--- config.mk ---
export PLATFORM = sky130hd
export DESIGN_NAME = tep_ctrl
export DESIGN_NICKNAME = d
export VERILOG_FILES = /design/src/design/tep_pkg.sv /design/src/design/tep_ctrl.sv
export SDC_FILE = /design/constraint.sdc
export NUM_CORES = 1
export LEC_CHECK = 0
export BUFFER_PORTS_ARGS = -buffer_cell sky130_fd_sc_hd__buf_2
export CORE_AREA = 2 2 39 41
export CTS_BUF_LIST = sky130_fd_sc_hd__clkbuf_4 sky130_fd_sc_hd__clkbuf_8
export CTS_CLUSTER_DIAMETER = 200
export DETAILED_ROUTE_END_ITERATION = 10
export DIE_AREA = 0 0 41 43
export PLACE_DENSITY = 0.72
export REMOVE_ABC_BUFFERS = 1
export SLEW_MARGIN = 20
export SYNTH_ARGS = -nofsm -noshare
export SYNTH_HDL_FRONTEND = slang
export SYNTH_SLANG_ARGS = --single-unit
--- constraint.sdc ---
create_clock -name clk_i -period 2.85 [get_ports clk_i]
set_input_delay 0.855 -clock clk_i [delete_from_list [all_inputs] [get_ports clk_i]]
set_output_delay 0.855 -clock clk_i [all_outputs]
set_load 0.01 [all_outputs]
--- src/design/tep_pkg.sv ---
// Shared types and constants of the tree ensemble predictor.
// Holds beat payloads, table words and controller/datapath command structs.
package tep_pkg;

  localparam int NodeAddrW = 10;
  localparam int NodeDepth = 1 << NodeAddrW;
  localparam int FeatW     = 8;
  localparam int FeatDepth = 1 << FeatW;
  localparam int TreeIdxW  = 8;
  localparam int TreeDepth = 1 << TreeIdxW;
  localparam int GroupW    = 4;
  localparam int GroupDepth = 1 << GroupW;
  localparam int ValW      = 32;
  localparam int CfgIdxW   = 2;

  typedef enum logic [1:0] {
    KIND_NODE  = 2'd0,
    KIND_TREE  = 2'd1,
    KIND_ENTRY = 2'd2,
    KIND_EMPTY = 2'd3
  } kind_e;

  typedef enum logic [CfgIdxW-1:0] {
    CFG_NUM_TREES  = 2'd0,
    CFG_NUM_GROUPS = 2'd1,
    CFG_BIAS       = 2'd2,
    CFG_UNUSED     = 2'd3
  } cfg_idx_e;

  typedef struct packed {
    logic [1:0]           kind;
    logic [NodeAddrW-1:0] node_addr;
    logic [FeatW-1:0]     feature_index;
    logic                 default_left;
    logic                 is_leaf;
    logic [NodeAddrW-1:0] left_child;
    logic [NodeAddrW-1:0] right_child;
    logic signed [ValW-1:0] value;
    logic [TreeIdxW-1:0]  tree_index;
    logic [NodeAddrW-1:0] tree_base;
    logic [GroupW-1:0]    tree_grp;
    logic                 last_entry;
  } in_item_t;

  typedef struct packed {
    logic [GroupW-1:0]      group;
    logic signed [ValW-1:0] prediction;
    logic                   last;
  } out_item_t;

  typedef struct packed {
    logic [CfgIdxW-1:0] index;
    logic [ValW-1:0]    data;
  } cfg_item_t;

  typedef struct packed {
    logic [FeatW-1:0]       feat;
    logic                   dleft;
    logic                   leaf;
    logic [NodeAddrW-1:0]   left;
    logic [NodeAddrW-1:0]   right;
    logic signed [ValW-1:0] val;
  } node_word_t;

  typedef struct packed {
    logic [NodeAddrW-1:0] base;
    logic [GroupW-1:0]    grp;
  } tree_word_t;

  typedef struct packed {
    logic init_wr;
    logic g_clr;
    logic g_inc;
    logic t_clr;
    logic t_inc;
    logic tree_take;
    logic node_take;
    logic feat_step;
    logic walk_zero;
    logic sum_sel_g;
    logic sum_wr;
    logic out_take;
    logic present_clr;
  } cmd_t;

  typedef struct packed {
    logic eval_start;
    logic g_last;
    logic t_done;
    logic grp_skip;
    logic is_leaf;
    logic step_last;
  } stat_t;

endpackage

--- src/design/tep_ctrl.sv ---
// Controller state machine: row accept, group init, tree walks, result beats.
// Depends on tep_pkg; drives tep_datapath through cmd_t and reads stat_t.
module tep_ctrl import tep_pkg::*; (
  input  logic  clk_i,
  input  logic  rst_ni,
  input  stat_t stat_i,
  input  logic  out_ready_i,
  output cmd_t  cmd_o,
  output logic  in_ready_o,
  output logic  out_valid_o
);
  localparam logic [3:0] S_IDLE  = 4'd0;
  localparam logic [3:0] S_INIT  = 4'd1;
  localparam logic [3:0] S_TREE  = 4'd2;
  localparam logic [3:0] S_TWAIT = 4'd3;
  localparam logic [3:0] S_NRD   = 4'd4;
  localparam logic [3:0] S_NWAIT = 4'd5;
  localparam logic [3:0] S_FWAIT = 4'd6;
  localparam logic [3:0] S_SRD   = 4'd7;
  localparam logic [3:0] S_SWAIT = 4'd8;
  localparam logic [3:0] S_ORD   = 4'd9;
  localparam logic [3:0] S_OWAIT = 4'd10;
  localparam logic [3:0] S_OHOLD = 4'd11;

  logic [3:0] state_q, state_d;

  assign in_ready_o  = (state_q == S_IDLE);
  assign out_valid_o = (state_q == S_OHOLD);

  always_comb begin
    state_d = state_q;
    cmd_o   = '0;
    case (state_q)
      S_IDLE: begin
        cmd_o.t_clr = 1'b1;
        if (stat_i.eval_start) state_d = S_INIT;
      end
      S_INIT: begin
        cmd_o.init_wr = 1'b1;
        if (stat_i.g_last) begin
          cmd_o.g_clr = 1'b1;
          state_d = S_TREE;
        end else begin
          cmd_o.g_inc = 1'b1;
        end
      end
      S_TREE: state_d = stat_i.t_done ? S_ORD : S_TWAIT;
      S_TWAIT: begin
        cmd_o.tree_take = 1'b1;
        if (stat_i.grp_skip) begin
          cmd_o.t_inc = 1'b1;
          state_d = S_TREE;
        end else begin
          state_d = S_NRD;
        end
      end
      S_NRD: state_d = S_NWAIT;
      S_NWAIT: begin
        cmd_o.node_take = 1'b1;
        state_d = stat_i.is_leaf ? S_SRD : S_FWAIT;
      end
      S_FWAIT: begin
        cmd_o.feat_step = 1'b1;
        if (stat_i.step_last) begin
          cmd_o.walk_zero = 1'b1;
          state_d = S_SRD;
        end else begin
          state_d = S_NRD;
        end
      end
      S_SRD: state_d = S_SWAIT;
      S_SWAIT: begin
        cmd_o.sum_wr = 1'b1;
        cmd_o.t_inc  = 1'b1;
        state_d = S_TREE;
      end
      S_ORD: begin
        cmd_o.sum_sel_g = 1'b1;
        state_d = S_OWAIT;
      end
      S_OWAIT: begin
        cmd_o.out_take = 1'b1;
        state_d = S_OHOLD;
      end
      S_OHOLD: begin
        if (out_ready_i) begin
          if (stat_i.g_last) begin
            cmd_o.g_clr       = 1'b1;
            cmd_o.present_clr = 1'b1;
            state_d = S_IDLE;
          end else begin
            cmd_o.g_inc = 1'b1;
            state_d = S_ORD;
          end
        end
      end
      default: state_d = S_IDLE;
    endcase
  end

  always_ff @(posedge clk_i or negedge rst_ni) begin
    if (!rst_ni) begin
      state_q <= S_IDLE;
    end else begin
      state_q <= state_d;
    end
  end

`ifndef ASSERT_OFF
  a_ready_excl: assert property (@(posedge clk_i) disable iff (!rst_ni)
    in_ready_o |-> !out_valid_o) else $error("input ready during result beat");
  a_start_busy: assert property (@(posedge clk_i) disable iff (!rst_ni)
    (in_ready_o && stat_i.eval_start) |=> !in_ready_o)
    else $error("row end did not start evaluation");
  a_last_idle: assert property (@(posedge clk_i) disable iff (!rst_ni)
    (out_valid_o && out_ready_i && stat_i.g_last) |=> in_ready_o)
    else $error("not idle after final result beat");
  a_hold_stall: assert property (@(posedge clk_i) disable iff (!rst_ni)
    (out_valid_o && !out_ready_i) |=> out_valid_o)
    else $error("result beat dropped while stalled");
`endif
endmodule

==> results of run 1 <==
[final cells by class]
| cell class | instances | area share (%) |
|---|---|---|
| repair buffers | 23 | 19.1 |
| clock buffers | 3 | 3.74 |
| flip-flops and latches | 4 | 16.6 |
| well taps | 16 | 3.33 |
| multi-input cells | 54 | 54.7 |
| inverters | 4 | 2.49 |
[path summary, 6_finish.rpt]
path,from,end,cells past startpoint
max,state_q[3],cmd_o[0],4
min,rst_ni,state_q[1],1
max reg2reg,state_q[3],state_q[1],4
min reg2reg,state_q[3],state_q[2],1
max in group asynchronous,rst_ni,state_q[2],1
min in group clk_i,state_q[3],state_q[2],1
[critical path, stage by stage (launching register included)]
cell,delay (ps)
dfrtp_1,640
nand2b_1,250
nor2_1,170
and3_1,160
buf_2,120
[cells by family (layout without fill, tap and decap cells)]
family / after synthesis / in the layout / share of synthesized area [%]
AO/OA/AOI/OAI: 17 / 17 / 27.8
buffers and inverters: 10 / 30 / 10.9
flip-flops: 4 / 4 / 20.8
multiplexers: 1 / 1 / 2.08
AND/OR/NAND/NOR: 36 / 36 / 38.4
[report_power, final]
part | internal (uW) | switching [uW] | total (uW)
sequential | 80.2 | 78.1 | 158
clock | 46.9 | 20.3 | 67.2
combinational | 165 | 189 | 354
total | 292 | 287 | 579
[cells in the mapped netlist, types with 2 or more instances]
cell      instances  area [um^2]
and3_1            2         12.5
nor2_1            9         33.8
nand3_1           3         15.0
o21ai_0           2         10.0
nand2b_1          3         18.8
nor3_1            5         25.0
nor2b_1           2         12.5
dfrtp_1           4          100
a21o_1            2         15.0
a21oi_1           3         15.0
inv_1             4         15.0
buf_2             3         15.0
nand2_1           7         26.3
[per-stage QoR]
step,total power (uW),cell area (um^2)
finish,579,602
global placement,508,579
global route,645,602
detailed placement,518,579
CTS,588,602
floorplan,400,444
[per-layer routing]
layer	routed length (um)	GRT usage, %	vias up	part of all wire [%]
met5	0	0	-	0
met1	532	19.0	246	47
li1	-	-	280	-
met2	530	23.1	14	47
met3	50	3.14	2	4.4
met4	19	6.00	0	1.7
[cell usage in the layout, fill, tap and decap left out]
cell        n
a21o_1      2
a21oi_1     3
a21oi_2     1
a22oi_1     1
a2bb2oi_1   1
a311oi_1    1
a32o_1      1
and2_1      1
and2b_2     1
and3_1      2
buf_2      23
clkbuf_4    3
dfrtp_1     4
inv_1       4
mux2i_1     1
nand2_1     7
nand2b_1    3
nand3_1     3
nand4b_1    1
nor2_1      9
nor2b_1     2
nor3_1      5
o211ai_1    1
o21ai_0     2
o21ai_2     1
o21ai_4     1
o2bb2ai_1   1
o311ai_0    1
or3_1       1
or4_4       1
==> qor.csv, run 1 <==
metric,value,unit
status,"complete, no violations",
cts_root_buf,clkbuf_4,
largest_register_ffs,4,
start_util,34.8,%
core,0.00138,mm^2
fp.dieH,43,um
seq_area_frac_synth,20.8,%
drive_gt1_share,35.2,%
setup_ws,415,ps
fin_cells,104,
hp-class,in2async,
syn_inst,68,
synth_edf_count,0,
fill_cells,154,
ctsLongestPathBuffers,2,
grt_pass1_wl,1790,um
top_register,state_q,
cts_buffers,3,
globalplace.congestion,0.731,
required,2000,ps
grt_start_max_net_pins,20,
finalSetupViolCount,0,
worst-path-max-fanout,19,
postCtsSetupBuffers,0,
die_area,0.00176,mm^2
vias_per_cell,5.21,
cts_hold_buf,0,
drtAntennaViolNets,0,
ir_drop,0.000419,V
cts.clk_slew.worst_paths,40,ps
fmax,0.411,GHz
cts_tree,done,
postLayoutCoreUtil,43.5,%
yosysWarnings,0,
grt_pass1_vias,432,
reg_top3,state_q: 4 flops,
p_leak,0.000323,uW
maxCapViolCount,0,
worst_setup_path_end_kind,output port,
antenna_found_initial,0,
reg2reg_slack,1250,ps
grt_use_total,14.8,%
numPortBuffers,23,
num_vias,542,
worst-setup-path-type,reg2out,
async_reset_ff_share,100,%
worstMarginPinSlew,494,ps
cts_resized,0,
grt-ovfl-total,0,
wire_per_inst,10.9,um
layout_worst_path_cycle_share,85.4,%
dp_slack,491,ps
setup_tns,0,ps
seq_area,100,um^2
fin_nets,99,
ys.flop_type,dfrtp_1,
synth_cell_types,32,
clk_latency,230,ps
io-pin-count,24,
min_period,2430,ps
areaGrowthSynthToFinish,24.9,%
multi_input_area,329,um^2
rsz0062_at_grt,false,
syn_area,482,um^2
cellPowerDensity,963,mW/mm^2
dp_hpwl,874,um
num_rows,14,
arrival,1580,ps
finalMaxSlewViolations,0,
relSlewSlack,67.1,%
die_width,41,um
totalWireLength,1130,um
skew,2.62,ps
ys_ff_latch,4,
drtIter0Drc,9,
hold_viol_final,0,
clock_sinks,4,
antenna_cells,0,
startpoint_type,register,
syn_area_per_cell,7.08,um^2
drc_errors,0,
htree_num_levels,1,
timing.hold.ws,420,ps
placedCellCount,101,
firstDrtPassIters,3,
Power figures use the tool's default switching activity.
==> run 2, diff against run 1 <==
--- a/config.mk
+++ b/config.mk
@@ -7,7 +7,7 @@
 export LEC_CHECK = 0
 export BUFFER_PORTS_ARGS = -buffer_cell sky130_fd_sc_hd__buf_2
 export CORE_AREA = 2 2 39 41
-export CTS_BUF_LIST = sky130_fd_sc_hd__clkbuf_4 sky130_fd_sc_hd__clkbuf_8
+export CTS_BUF_LIST = sky130_fd_sc_hd__clkbuf_8
 export CTS_CLUSTER_DIAMETER = 200
 export DETAILED_ROUTE_END_ITERATION = 10
 export DIE_AREA = 0 0 41 43
==> qor.csv, run 2 (same netlist as run 1, synthesis figures left out) <==
metric,value,unit,change
cts_resized,0,,unchanged
top_register,state_q,,
cellPowerDensity,1010,mW/mm^2,+5.3%
worstMarginPinSlew,494,ps,+0.447 ps
finalMaxSlewViolations,0,,unchanged
hold_viol_final,0,,unchanged
ctsLongestPathBuffers,2,,unchanged
layout_commonest_cell,buf_2,,
grt_start_max_net_pins,20,,unchanged
numPortBuffers,23,,unchanged
antenna_found_initial,0,,unchanged
worst-path-max-fanout,19,,unchanged
fin_nets,99,,unchanged
required,2000,ps,about the same
maxCapViolCount,0,,unchanged
cts_tree,done,,
finalSetupViolCount,0,,unchanged
vias_per_cell,5.24,,+0.55%
rsz0062_at_grt,false,,
num_vias,545,,+0.55%
startpoint_type,register,,
worstRegToRegCells,4,,unchanged
wire_per_inst,11.0,um,+1.1%
grt_pass1_vias,431,,-0.23%
firstDrtPassIters,3,,unchanged
drive_gt1_share,35.2,%,unchanged
drtIter0Drc,9,,unchanged
arrival,1560,ps,-20 ps
fmax,0.414,GHz,+0.74%
cts_hold_buf,0,,unchanged
status,"complete, no violations",,
min_period,2420,ps,-17.8 ps
grt_pass1_wl,1790,um,unchanged
drc_errors,0,,unchanged
dp_hpwl,874,um,unchanged
htree_num_levels,1,,unchanged
globalplace.congestion,0.731,,unchanged
antenna_cells,0,,unchanged
die_area,0.00176,mm^2,unchanged
clk_latency,210,ps,-20 ps
p_leak,0.000331,uW,+2.4%
reg_top3,state_q: 4 flops,,
worst-setup-path-type,reg2out,,
io-pin-count,24,,unchanged
relSlewSlack,67.1,%,about the same
core,0.00138,mm^2,unchanged
clock_sinks,4,,unchanged
skew,1.72,ps,-0.901 ps
final_cell_mix,"buf_2, nor2_1, nand2_1, nor3_1",,
timing.rr.start,state_q[3],,
drtAntennaViolNets,0,,unchanged
setup_ws,433,ps,+17.8 ps
areaGrowthSynthToFinish,28.8,%,
setup_tns,0,ps,unchanged
postCtsSetupBuffers,0,,unchanged
layout_worst_path_cycle_share,84.8,%,-0.62 points
die_width,41,um,unchanged
cts.clk_slew.worst_paths,30,ps,about the same
cts_buffers,3,,unchanged
cts_root_buf,clkbuf_8,,
num_rows,14,,unchanged
grt_use_total,14.8,%,unchanged
fp.dieH,43,um,unchanged
r2r-end,state_q[3],,
start_util,34.8,%,unchanged
crit_start,state_q[3],,
hp-class,in2async,,
reg2reg_slack,1240,ps,about the same
largest_register_ffs,4,,unchanged
totalWireLength,1140,um,+1.1%
dp_slack,491,ps,unchanged
grt-ovfl-total,0,,unchanged
ir_drop,0.000543,V,+30%
worst_setup_path_end_kind,output port,,
## run 2: area by class of cell
| class | instances | area [um^2] |
|---|---|---|
| well taps | 16 | 20.0 |
| repair buffers | 23 | 115 |
| flip-flops and latches | 4 | 100 |
| fillers | 151 | 763 |
| clock buffers | 3 | 41.3 |
| multi-input cells | 54 | 329 |
| inverters | 4 | 15.0 |
## run 2: power by group
group          switching [uW]  internal, uW  total (uW)  leakage, uW
Clock                    26.0          89.7         116    0.0000216
Combinational             190           165         355     0.000259
Sequential               78.0          80.3         158    0.0000500
Total                     294           335         629     0.000331
## run 2: worst max-delay path by stage
stage                end  depth (start not counted)
2_1_floorplan  cmd_o[10]                          4
3_3_place_gp   cmd_o[11]                          5
3_5_place_dp   cmd_o[11]                          5
4_1_cts         cmd_o[0]                          4
5_1_grt         cmd_o[0]                          4
6_report        cmd_o[0]                          4
## run 2: critical path, cell delays in order (launching register included)
cell      delay [ps]
dfrtp_1          640
nand2b_1         260
nor2_1           170
and3_1           160
buf_2            120
## run 2: metal layers
metal | track usage (%) | wire [um] | up-vias
li1 | - | - | 281
met1 | 19.0 | 532 | 247
met2 | 23.1 | 533 | 15
met3 | 3.14 | 59 | 2
met4 | 6.00 | 19 | 0
met5 | 0 | 0 | -
## run 2: through the flow
step / hold slack (ps) / power [uW] / instances / cell area [um^2] / util [%]
5_1_grt: 439 / 691 / 104 / 621 / 44.8
3_3_place_gp: 659 / 508 / 101 / 579 / 41.9
3_5_place_dp: 662 / 518 / 101 / 579 / 41.9
6_report: 438 / 629 / 104 / 621 / 44.8
4_1_cts: 435 / 637 / 104 / 621 / 44.8
2_1_floorplan: 559 / 400 / 62 / 444 / -
